<file path="config.mk">
export PLATFORM = sky130hd
export DESIGN_NAME = toc_disc_id_sha1_hasher_unit
export DESIGN_NICKNAME = d
export VERILOG_FILES = /design/src/sv/tdsh_pkg.sv /design/src/sv/tdsh_ram.sv /design/src/sv/tdsh_core.sv /design/src/sv/toc_disc_id_sha1_hasher_unit.sv
export SDC_FILE = /design/constraint.sdc
export NUM_CORES = 2
export LEC_CHECK = 0
export BUFFER_PORTS_ARGS = -buffer_cell sky130_fd_sc_hd__buf_2
export CORE_UTILIZATION = 64
export DETAILED_ROUTE_END_ITERATION = 12
export GPL_TIMING_DRIVEN = 0
export PLACE_DENSITY = 0.76
export SETUP_SLACK_MARGIN = 0.05
export SLEW_MARGIN = 20
export SYNTH_ARGS = -nofsm -noshare
export SYNTH_HDL_FRONTEND = slang
export SYNTH_SLANG_ARGS = --single-unit
</file>
<file path="constraint.sdc">
create_clock -name clk -period 10.9 [get_ports clk]
set_clock_uncertainty 0.15 [all_clocks]
set_input_delay 2.18 -clock clk [delete_from_list [all_inputs] [get_ports clk]]
set_output_delay 2.18 -clock clk [all_outputs]
set_load 0.01 [all_outputs]
</file>
<file path="src/sv/tdsh_pkg.sv">
// Package for the disc identifier SHA-1 hasher: payload types, constants and helpers.
// No dependencies.
package tdsh_pkg;

	localparam int SlotCount = 100;
	localparam int IdChars = 28;
	localparam int CfgWidth = 16;
	localparam int CfgIdxWidth = 2;

	localparam logic [CfgIdxWidth-1:0] CFG_FIRST_TRACK = 2'd0;
	localparam logic [CfgIdxWidth-1:0] CFG_LAST_TRACK = 2'd1;
	localparam logic [CfgIdxWidth-1:0] CFG_LEAD_IN = 2'd2;

	localparam logic [31:0] H0_INIT = 32'h67452301;
	localparam logic [31:0] H1_INIT = 32'hEFCDAB89;
	localparam logic [31:0] H2_INIT = 32'h98BADCFE;
	localparam logic [31:0] H3_INIT = 32'h10325476;
	localparam logic [31:0] H4_INIT = 32'hC3D2E1F0;

	// Padded message is 832 bytes: 804 data, 0x80, zeros, 64-bit length.
	localparam int MsgBytes = 804;
	localparam int PadBytes = 832;
	localparam logic [63:0] MSG_BITS = 64'd6432;

	typedef struct packed {
		logic [23:0] frame_offset;
		logic        last_entry;
	} toc_item_t;

	typedef struct packed {
		logic [6:0] id_char;
		logic       last_char;
	} id_item_t;

	// Uppercase hex digit for one nibble.
	function automatic logic [7:0] hex_char(input logic [3:0] nib);
		hex_char = (nib < 4'd10) ? (8'h30 + {4'd0, nib}) : (8'h37 + {4'd0, nib});
	endfunction

	// Modified base64 alphabet.
	function automatic logic [6:0] b64_char(input logic [5:0] v);
		logic [6:0] c;
		if (v < 6'd26) c = 7'h41 + {1'b0, v};
		else if (v < 6'd52) c = 7'h61 + {1'b0, v} - 7'd26;
		else if (v < 6'd62) c = 7'h30 + {1'b0, v} - 7'd52;
		else if (v == 6'd62) c = 7'h2E;
		else c = 7'h5F;
		b64_char = c;
	endfunction

	function automatic logic [31:0] rotl(input logic [31:0] x, input int n);
		rotl = (x << n) | (x >> (32 - n));
	endfunction

endpackage

</file>
<file path="src/sv/tdsh_ram.sv">
// Generic single-port-write, single-port-read RAM with registered read data.
// No dependencies.
module tdsh_ram #(
	parameter int Width = 32,
	parameter int Depth = 16
) (
	input  logic                     clk,
	input  logic                     we,
	input  logic [$clog2(Depth)-1:0] waddr,
	input  logic [Width-1:0]         wdata,
	input  logic [$clog2(Depth)-1:0] raddr,
	output logic [Width-1:0]         rdata
);
	logic [Width-1:0] mem [Depth];

	// Write and registered read.
	always_ff @(posedge clk) begin
		if (we) begin
			mem[waddr] <= wdata;
		end
		rdata <= mem[raddr];
	end
endmodule

</file>
<file path="src/sv/tdsh_core.sv">
// SHA-1 compression engine: rounds run in turn over a 16-word schedule memory.
// Depends on tdsh_pkg and tdsh_ram.
module tdsh_core (
	input  logic        clk,
	input  logic        arst_n,
	input  logic        init,
	input  logic        wr_en,
	input  logic [3:0]  wr_addr,
	input  logic [31:0] wr_data,
	input  logic        start,
	output logic        busy,
	output logic [159:0] digest
);
	import tdsh_pkg::*;

	logic [31:0] h_q [5];
	logic [31:0] a_q, b_q, c_q, d_q, e_q;
	logic [6:0]  rnd_q;
	logic        run_q;
	logic [2:0]  sub_q;
	logic [31:0] acc_q;

	logic        we;
	logic [3:0]  waddr, raddr;
	logic [31:0] wdata, rdata;

	// Each round reads the three schedule taps in turn, then w[t-16], and computes once
	// that last read returns. The word w[t] replaces w[t-16] in place.
	tdsh_ram #(.Width(32), .Depth(16)) u_wmem (
		.clk(clk), .we(we), .waddr(waddr), .wdata(wdata), .raddr(raddr), .rdata(rdata)
	);

	logic [3:0] t4;
	assign t4 = rnd_q[3:0];

	always_comb begin
		case (sub_q)
			3'd0: raddr = t4 + 4'd13;
			3'd1: raddr = t4 + 4'd8;
			3'd2: raddr = t4 + 4'd2;
			default: raddr = t4;
		endcase
	end

	logic [31:0] w_new, w_use, f, k, t;
	assign w_new = rotl(acc_q ^ rdata, 1);
	assign w_use = (rnd_q < 7'd16) ? rdata : w_new;

	always_comb begin
		if (rnd_q < 7'd20) begin
			f = (b_q & c_q) | (~b_q & d_q); k = 32'h5A827999;
		end else if (rnd_q < 7'd40) begin
			f = b_q ^ c_q ^ d_q; k = 32'h6ED9EBA1;
		end else if (rnd_q < 7'd60) begin
			f = (b_q & c_q) | (b_q & d_q) | (c_q & d_q); k = 32'h8F1BBCDC;
		end else begin
			f = b_q ^ c_q ^ d_q; k = 32'hCA62C1D6;
		end
	end
	assign t = rotl(a_q, 5) + f + e_q + k + w_use;

	logic last_sub;
	assign last_sub = run_q && (sub_q == 3'd4);

	assign we = run_q ? (last_sub && rnd_q >= 7'd16) : wr_en;
	assign waddr = run_q ? t4 : wr_addr;
	assign wdata = run_q ? w_new : wr_data;
	assign busy = run_q;
	assign digest = {h_q[0], h_q[1], h_q[2], h_q[3], h_q[4]};

	// Round sequencer and chaining update.
	always_ff @(posedge clk or negedge arst_n) begin
		if (!arst_n) begin
			run_q <= 1'b0; sub_q <= '0; rnd_q <= '0;
			h_q[0] <= H0_INIT; h_q[1] <= H1_INIT; h_q[2] <= H2_INIT;
			h_q[3] <= H3_INIT; h_q[4] <= H4_INIT;
		end else if (init) begin
			h_q[0] <= H0_INIT; h_q[1] <= H1_INIT; h_q[2] <= H2_INIT;
			h_q[3] <= H3_INIT; h_q[4] <= H4_INIT;
		end else if (start && !run_q) begin
			run_q <= 1'b1; sub_q <= '0; rnd_q <= '0;
			a_q <= h_q[0]; b_q <= h_q[1]; c_q <= h_q[2]; d_q <= h_q[3]; e_q <= h_q[4];
		end else if (run_q) begin
			sub_q <= last_sub ? 3'd0 : sub_q + 3'd1;
			if (sub_q == 3'd1) acc_q <= rdata;
			else if (sub_q == 3'd2 || sub_q == 3'd3) acc_q <= acc_q ^ rdata;
			if (last_sub) begin
				e_q <= d_q; d_q <= c_q; c_q <= rotl(b_q, 30); b_q <= a_q; a_q <= t;
				rnd_q <= rnd_q + 7'd1;
				if (rnd_q == 7'd79) begin
					run_q <= 1'b0;
					h_q[0] <= h_q[0] + t; h_q[1] <= h_q[1] + a_q;
					h_q[2] <= h_q[2] + rotl(b_q, 30);
					h_q[3] <= h_q[3] + c_q; h_q[4] <= h_q[4] + d_q;
				end
			end
		end
	end
endmodule

</file>
<file path="src/sv/toc_disc_id_sha1_hasher_unit.sv">
// Top level of the disc identifier hasher: message builder, padding and base64 output.
// Depends on tdsh_pkg and tdsh_core.
//
//   channel | direction | handshake        | payload
//   in      | input     | in_valid/ready   | toc_item_t
//   out     | output    | out_valid/ready  | id_item_t
//   cfg     | input     | cfg_we           | cfg_idx, cfg_data
//
// After its transfer an item passes a load step, eight byte steps and a closing load step
// before the next transfer is possible; the first item of a table adds four header bytes
// and one more load step. Each filled 64-byte block adds a wait in the hash state for the
// compression (80 rounds, four schedule memory reads per round, then a step to resume).
// The flagged item then fills the remaining slots and padding (13 blocks in all per table)
// before 28 characters leave, one per accepted output transfer.
// Reset restores the initial hash and counts.
// Input waits while a table is being built or emitted; output stalls hold the character.
module toc_disc_id_sha1_hasher_unit (
	input  logic                            clk,
	input  logic                            arst_n,
	input  logic                            in_valid,
	output logic                            in_ready,
	input  tdsh_pkg::toc_item_t             in_data,
	output logic                            out_valid,
	input  logic                            out_ready,
	output tdsh_pkg::id_item_t              out_data,
	input  logic                            cfg_we,
	input  logic [tdsh_pkg::CfgIdxWidth-1:0] cfg_idx,
	input  logic [tdsh_pkg::CfgWidth-1:0]   cfg_data
);
	import tdsh_pkg::*;

	typedef enum logic [4:0] {
		ST_IDLE = 5'b00001,
		ST_BYTE = 5'b00010,
		ST_HASH = 5'b00100,
		ST_EMIT = 5'b01000,
		ST_LOAD = 5'b10000
	} state_t;

	state_t      state_q;
	logic [6:0]  first_q, last_q;
	logic [15:0] lead_q;
	logic [6:0]  entry_q;
	logic [9:0]  pos_q;      // message byte position
	logic [3:0]  nbytes_q;   // bytes still to put for current chunk
	logic [31:0] val_q;
	logic [31:0] off0_q;     // first offset of a table, sent after the header
	logic        hdr_q, fin_q;
	logic [31:0] word_q;
	logic [4:0]  oidx_q;
	logic [167:0] dig_q;

	logic        core_busy, core_start, core_init;
	logic [159:0] digest;
	logic        wr_en;

	// Current byte: hex data, pad marker, zero or length.
	logic [7:0] cur_byte;
	always_comb begin
		if (!fin_q || pos_q < 10'(MsgBytes)) begin
			cur_byte = hex_char(val_q[31:28]);
		end else if (pos_q == 10'(MsgBytes)) begin
			cur_byte = 8'h80;
		end else if (pos_q >= 10'(PadBytes - 8)) begin
			cur_byte = MSG_BITS[8*(7 - int'(pos_q[2:0])) +: 8];
		end else begin
			cur_byte = 8'h00;
		end
	end

	logic [31:0] word_next;
	assign word_next = {word_q[23:0], cur_byte};
	assign wr_en = (state_q == ST_BYTE) && (pos_q[1:0] == 2'd3);
	assign core_start = (state_q == ST_BYTE) && (pos_q[5:0] == 6'd63);
	assign core_init = (state_q == ST_EMIT) && out_valid && out_ready && oidx_q == 5'd27;

	tdsh_core u_core (
		.clk(clk), .arst_n(arst_n), .init(core_init), .wr_en(wr_en),
		.wr_addr(pos_q[5:2]), .wr_data(word_next), .start(core_start),
		.busy(core_busy), .digest(digest)
	);

	assign in_ready = (state_q == ST_IDLE);
	assign out_valid = (state_q == ST_EMIT);
	assign out_data.id_char = (oidx_q == 5'd27) ? 7'h2D : b64_char(dig_q[167:162]);
	assign out_data.last_char = (oidx_q == 5'd27);

	// Configuration registers.
	always_ff @(posedge clk or negedge arst_n) begin
		if (!arst_n) begin
			first_q <= 7'd1; last_q <= 7'd0; lead_q <= 16'd150;
		end else if (cfg_we) begin
			case (cfg_idx)
				CFG_FIRST_TRACK: first_q <= cfg_data[6:0];
				CFG_LAST_TRACK:  last_q <= cfg_data[6:0];
				CFG_LEAD_IN:     lead_q <= cfg_data;
				default: ;
			endcase
		end
	end

	// Message sequencer.
	always_ff @(posedge clk or negedge arst_n) begin
		if (!arst_n) begin
			state_q <= ST_IDLE; entry_q <= '0; pos_q <= '0; nbytes_q <= '0;
			hdr_q <= 1'b0; fin_q <= 1'b0; oidx_q <= '0;
		end else begin
			case (state_q)
				ST_IDLE: begin
					if (in_valid) begin
						fin_q <= in_data.last_entry;
						if (entry_q == 7'd0) begin
							val_q <= {1'b0, first_q, 1'b0, last_q, 16'd0};
							nbytes_q <= 4'd4; hdr_q <= 1'b1;
						end else begin
							val_q <= {8'd0, in_data.frame_offset} + {16'd0, lead_q};
							nbytes_q <= (entry_q < 7'(SlotCount)) ? 4'd8 : 4'd0;
							hdr_q <= 1'b0;
						end
						if (entry_q == 7'd0)
							off0_q <= {8'd0, in_data.frame_offset} + {16'd0, lead_q};
						if (entry_q < 7'(SlotCount)) entry_q <= entry_q + 7'd1;
						state_q <= ST_LOAD;
					end
				end
				ST_LOAD: begin
					if (nbytes_q != 4'd0) state_q <= ST_BYTE;
					else if (hdr_q) begin
						// Header done; now the first offset kept in off0_q.
						val_q <= off0_q; nbytes_q <= 4'd8; hdr_q <= 1'b0;
						state_q <= ST_BYTE;
					end else if (fin_q && pos_q < 10'(MsgBytes) && entry_q < 7'(SlotCount)) begin
						val_q <= '0; nbytes_q <= 4'd8; entry_q <= entry_q + 7'd1;
						state_q <= ST_BYTE;
					end else if (fin_q && pos_q < 10'(MsgBytes)) begin
						val_q <= '0; nbytes_q <= 4'd8; state_q <= ST_BYTE;
					end else if (fin_q && pos_q != 10'(PadBytes) && pos_q != 10'd0) begin
						nbytes_q <= 4'd1; state_q <= ST_BYTE;
					end else if (fin_q) begin
						dig_q <= {digest, 8'd0}; oidx_q <= '0; state_q <= ST_EMIT;
					end else begin
						state_q <= ST_IDLE;
					end
				end
				ST_BYTE: begin
					word_q <= word_next;
					val_q <= {val_q[27:0], 4'd0};
					pos_q <= pos_q + 10'd1;
					nbytes_q <= nbytes_q - 4'd1;
					if (core_start) state_q <= ST_HASH;
					else if (nbytes_q == 4'd1) state_q <= ST_LOAD;
				end
				ST_HASH: begin
					if (!core_busy) begin
						if (pos_q == 10'(PadBytes)) begin
							dig_q <= {digest, 8'd0}; oidx_q <= '0; state_q <= ST_EMIT;
						end else begin
							state_q <= (nbytes_q != 4'd0) ? ST_BYTE : ST_LOAD;
						end
					end
				end
				ST_EMIT: begin
					if (out_ready) begin
						dig_q <= {dig_q[161:0], 6'd0};
						oidx_q <= oidx_q + 5'd1;
						if (oidx_q == 5'd27) begin
							state_q <= ST_IDLE; entry_q <= '0; pos_q <= '0; fin_q <= 1'b0;
						end
					end
				end
				default: state_q <= ST_IDLE;
			endcase
		end
	end

	// Checks on the sequencer.
	a_emit_idle: assert property (@(posedge clk) disable iff (!arst_n)
		out_valid |-> !in_ready) else $error("input open during output");
	a_last_wrap: assert property (@(posedge clk) disable iff (!arst_n)
		(out_valid && out_ready && out_data.last_char) |=> in_ready)
		else $error("no return to idle after last character");
	a_core_quiet: assert property (@(posedge clk) disable iff (!arst_n)
		core_busy |-> !wr_en) else $error("schedule write during compression");
endmodule

</file>
==> metrics.txt <==
status=complete, no violations; sequential area share after synthesis=between 50% and 60%; CP Class=flip-flop to flip-flop; final worst path period share=between 90% and 100%; Final Non-Filler Cells=7639; Critical Path Stages=36; Ys Warns=0; Fin Setup TNS=0 ns; final setup vio count=0; Initial DRC Count=7475; via count=49.9k; initial antenna violation count=12; hold_ws=about 0.30 ns; WL/cell=27.2 µm; full die area=101000 µm²; Mapped Nets=approximately 6.4k; crit path buf inv count=8; drt via density=6.54; area grow syn2layout=11.9%; Routed WL=208000 µm; Critical Path Slowest Stage Cell=a222oi_1; RSZ-0062 raised after global routing=false; CTS Buf Count=130; global-route wire length before repair=302000 µm; CP max FO=11; port bufs=57; Top cell by count, worst path=inv_1; htree depth=4; Avg Inst Size Synth=between 10 and 15 µm²; vias in the first global route=46.4k; CTS tree=yes; FF-to-FF Start=u_core.rnd_q[4]; share of flip-flops with an asynchronous set or reset=19.3%; Critical Path Start=u_core.rnd_q[4]; drt drc=0; r2r setup slk=1.09 ns; commonest register cell after synthesis=edfxtp_1; FF-to-FF End=u_core.digest[159]; max-cap violations=0; Mapped Area=63700 µm²; # IOs=58; core area=98600 µm²; Mapped Cells=6004; Cell variety after synth=91; clock tree buffer depth=3; HP Class=flip-flop to flip-flop; Clock Latency Late Sink=roughly 0.77 ns; EDFF count, synth=about 950; WP data required=11.38 ns; all-layer global routing usage=about two fifths; fin crit period=9.81 ns; slew margin rel.=11.2%; count of final hold-check violations=0; startpoint types=flip-flop; Arr. time, crit path=~10 ns; FF+latch count, synth=1211; placed insts=7396; Critical Path Sink=u_core.digest[159]; Detailed Routing Iterations Pass 1=6; reg2reg path depth=36; global route total overflow=0; GPL Wtd Cong=1.02; Nets=6650; max incr delay on CP=1.03 ns; clk slew on worst S/H paths=approximately 0.06 ns; Worst-Margin Slew=roughly 1.3 ns; CTS Hold Buffers Added=0; total clock sinks=1211; Final HPWL DP=between 150000 and 200000 µm; post-route ant nets=0; Top delay family on crit path=compound AO/OA/AOI/OAI gates; die width=317 µm; Util after Layout=about 72%; Max Freq=roughly 100 MHz; Final Max Slew Viols=0; share of cells above drive strength 1=8.59%; Initial Utilization=between 60% and 70%; largest net degree at the start of global routing=86; Crit. End Element=flip-flop; chip height=317 µm; row count=115; CTS resizes=0; post-CTS setup buffers=0; Root Buffer=clkbuf_16
[stage by stage]
stage | setup slack [ns] | area (µm²)
after detailed placement | 1.51 | 66800
final | 1.09 | 71300
after global placement | -7.80 | 65600
after floorplan | 0.645 | 63700
after global routing | 0.709 | 71300
after CTS | 1.38 | 71200
[registers in the layout (all words and copies together), names as in the netlist, 24 cells and up]
| register | flops |
|---|---|
| dig_q | 160 |
| off0_q | 25 |
| u_core.acc_q | 32 |
| u_core.u_wmem.rdata | 32 |
| u_core.u_wmem.mem | 512 |
| val_q | 32 |
| u_core.b_q | 32 |
| u_core.d_q | 32 |
| u_core.a_q | 32 |
| u_core.c_q | 32 |
| word_q | 24 |
| u_core.e_q | 32 |
| u_core.digest | 160 |
[layout by cell type (no fill, tap or decap), types with 42 or more instances in the layout]
master,count
a211oi_1,190
a21o_1,85
a21oi_1,354
a311oi_1,65
a31oi_1,82
and2_1,123
buf_2,79
clkbuf_1,287
clkbuf_16,133
dfrtp_1,148
dfstp_2,86
edfxtp_1,945
fa_1,124
ha_1,237
inv_1,252
nand2_1,1472
nand2b_1,42
nand3_1,67
nor2_1,272
nor3_1,46
o211ai_1,51
o21ai_0,213
xnor2_1,191
xor2_1,69
[how the worst min path moves through the flow]
stage	start	to	slack (ns)	cells after the start
after floorplan	word_q[2]	word_q[10]	0.28	0
after global placement	word_q[15]	word_q[23]	0.28	0
after detailed placement	word_q[1]	word_q[9]	0.30	0
after CTS	word_q[3]	word_q[11]	0.31	0
after global routing	word_q[3]	word_q[11]	0.32	0
final	word_q[3]	word_q[11]	0.30	0
[metal layers]
metal	part of all wire [%]	wire [µm]	up-vias	GRT usage, %
li1	-	-	21800	-
met1	40	83000	24200	60.8
met2	41	85500	3366	56.9
met3	15	30400	524	12.2
met4	4.2	8690	10	15.7
met5	0.030	63	-	0
[synth_stat cells, types with 13 or more instances]
library cell  count  area (µm²)
a22oi_1          14         105
o21bai_1         21         158
nor3_1           48         240
a31oi_1          82         513
or3_1            19         119
nand2_1        1472        5530
buf_2            18        90.1
a221o_1          13         130
nand2b_1         42         263
dfxtp_1          32         641
a211oi_1        190        1430
a311oi_1         65         569
xnor2_1         191        1670
inv_1           252         946
fa_1            124        2480
nor2b_1          35         219
dfrtp_1         148        3700
o21ai_1          16        80.1
xor2_1           69         604
and2_0           24         150
edfxtp_1        945       28400
o21a_1           38         285
clkbuf_1        269        1010
nand3_1          67         335
and3_1           31         194
a21oi_1         383        1920
ha_1            237        2970
dfstp_2          86        2260
a22o_1           18         158
o31ai_1          22         165
and2_1          124         776
o221ai_1         16         140
nor2_1          290        1090
a21o_1           85         638
mux2_2           40         450
o211ai_1         51         383
mux2i_1          29         290
nand4_1          19         119
o21ai_0         215        1080
[cell type report]
| type | count | area (µm²) |
|---|---|---|
| clock buffers | 173 | 3560 |
| multi-input cells | 4243 | 26900 |
| flip-flops and latches | 1211 | 35000 |
| fillers | 7025 | 27300 |
| diodes | 4 | 10.0 |
| well taps | 1287 | 1610 |
| inverters | 253 | 950 |
| clock inverters | 66 | 885 |
| repair buffers | 105 | 1200 |
| plain buffers | 297 | 1170 |
[logic make-up (layout without fill, tap and decap cells)]
family / after synthesis / after routing / synth area share (%)
flip-flops: 1211 / 1211 / 54.9
other: 0 / 4 / 0
AND/OR/NAND/NOR: 2213 / 2213 / 14.7
multiplexers: 69 / 69 / 1.16
XOR/XNOR: 260 / 260 / 3.57
AO/OA/AOI/OAI: 1340 / 1340 / 13.8
buffers and inverters: 550 / 894 / 3.30
adder cells (fa/ha/maj): 361 / 361 / 8.55
Power is not shown: default switching activity piles up to over one toggle a cycle in this logic, so the estimate is an artifact.
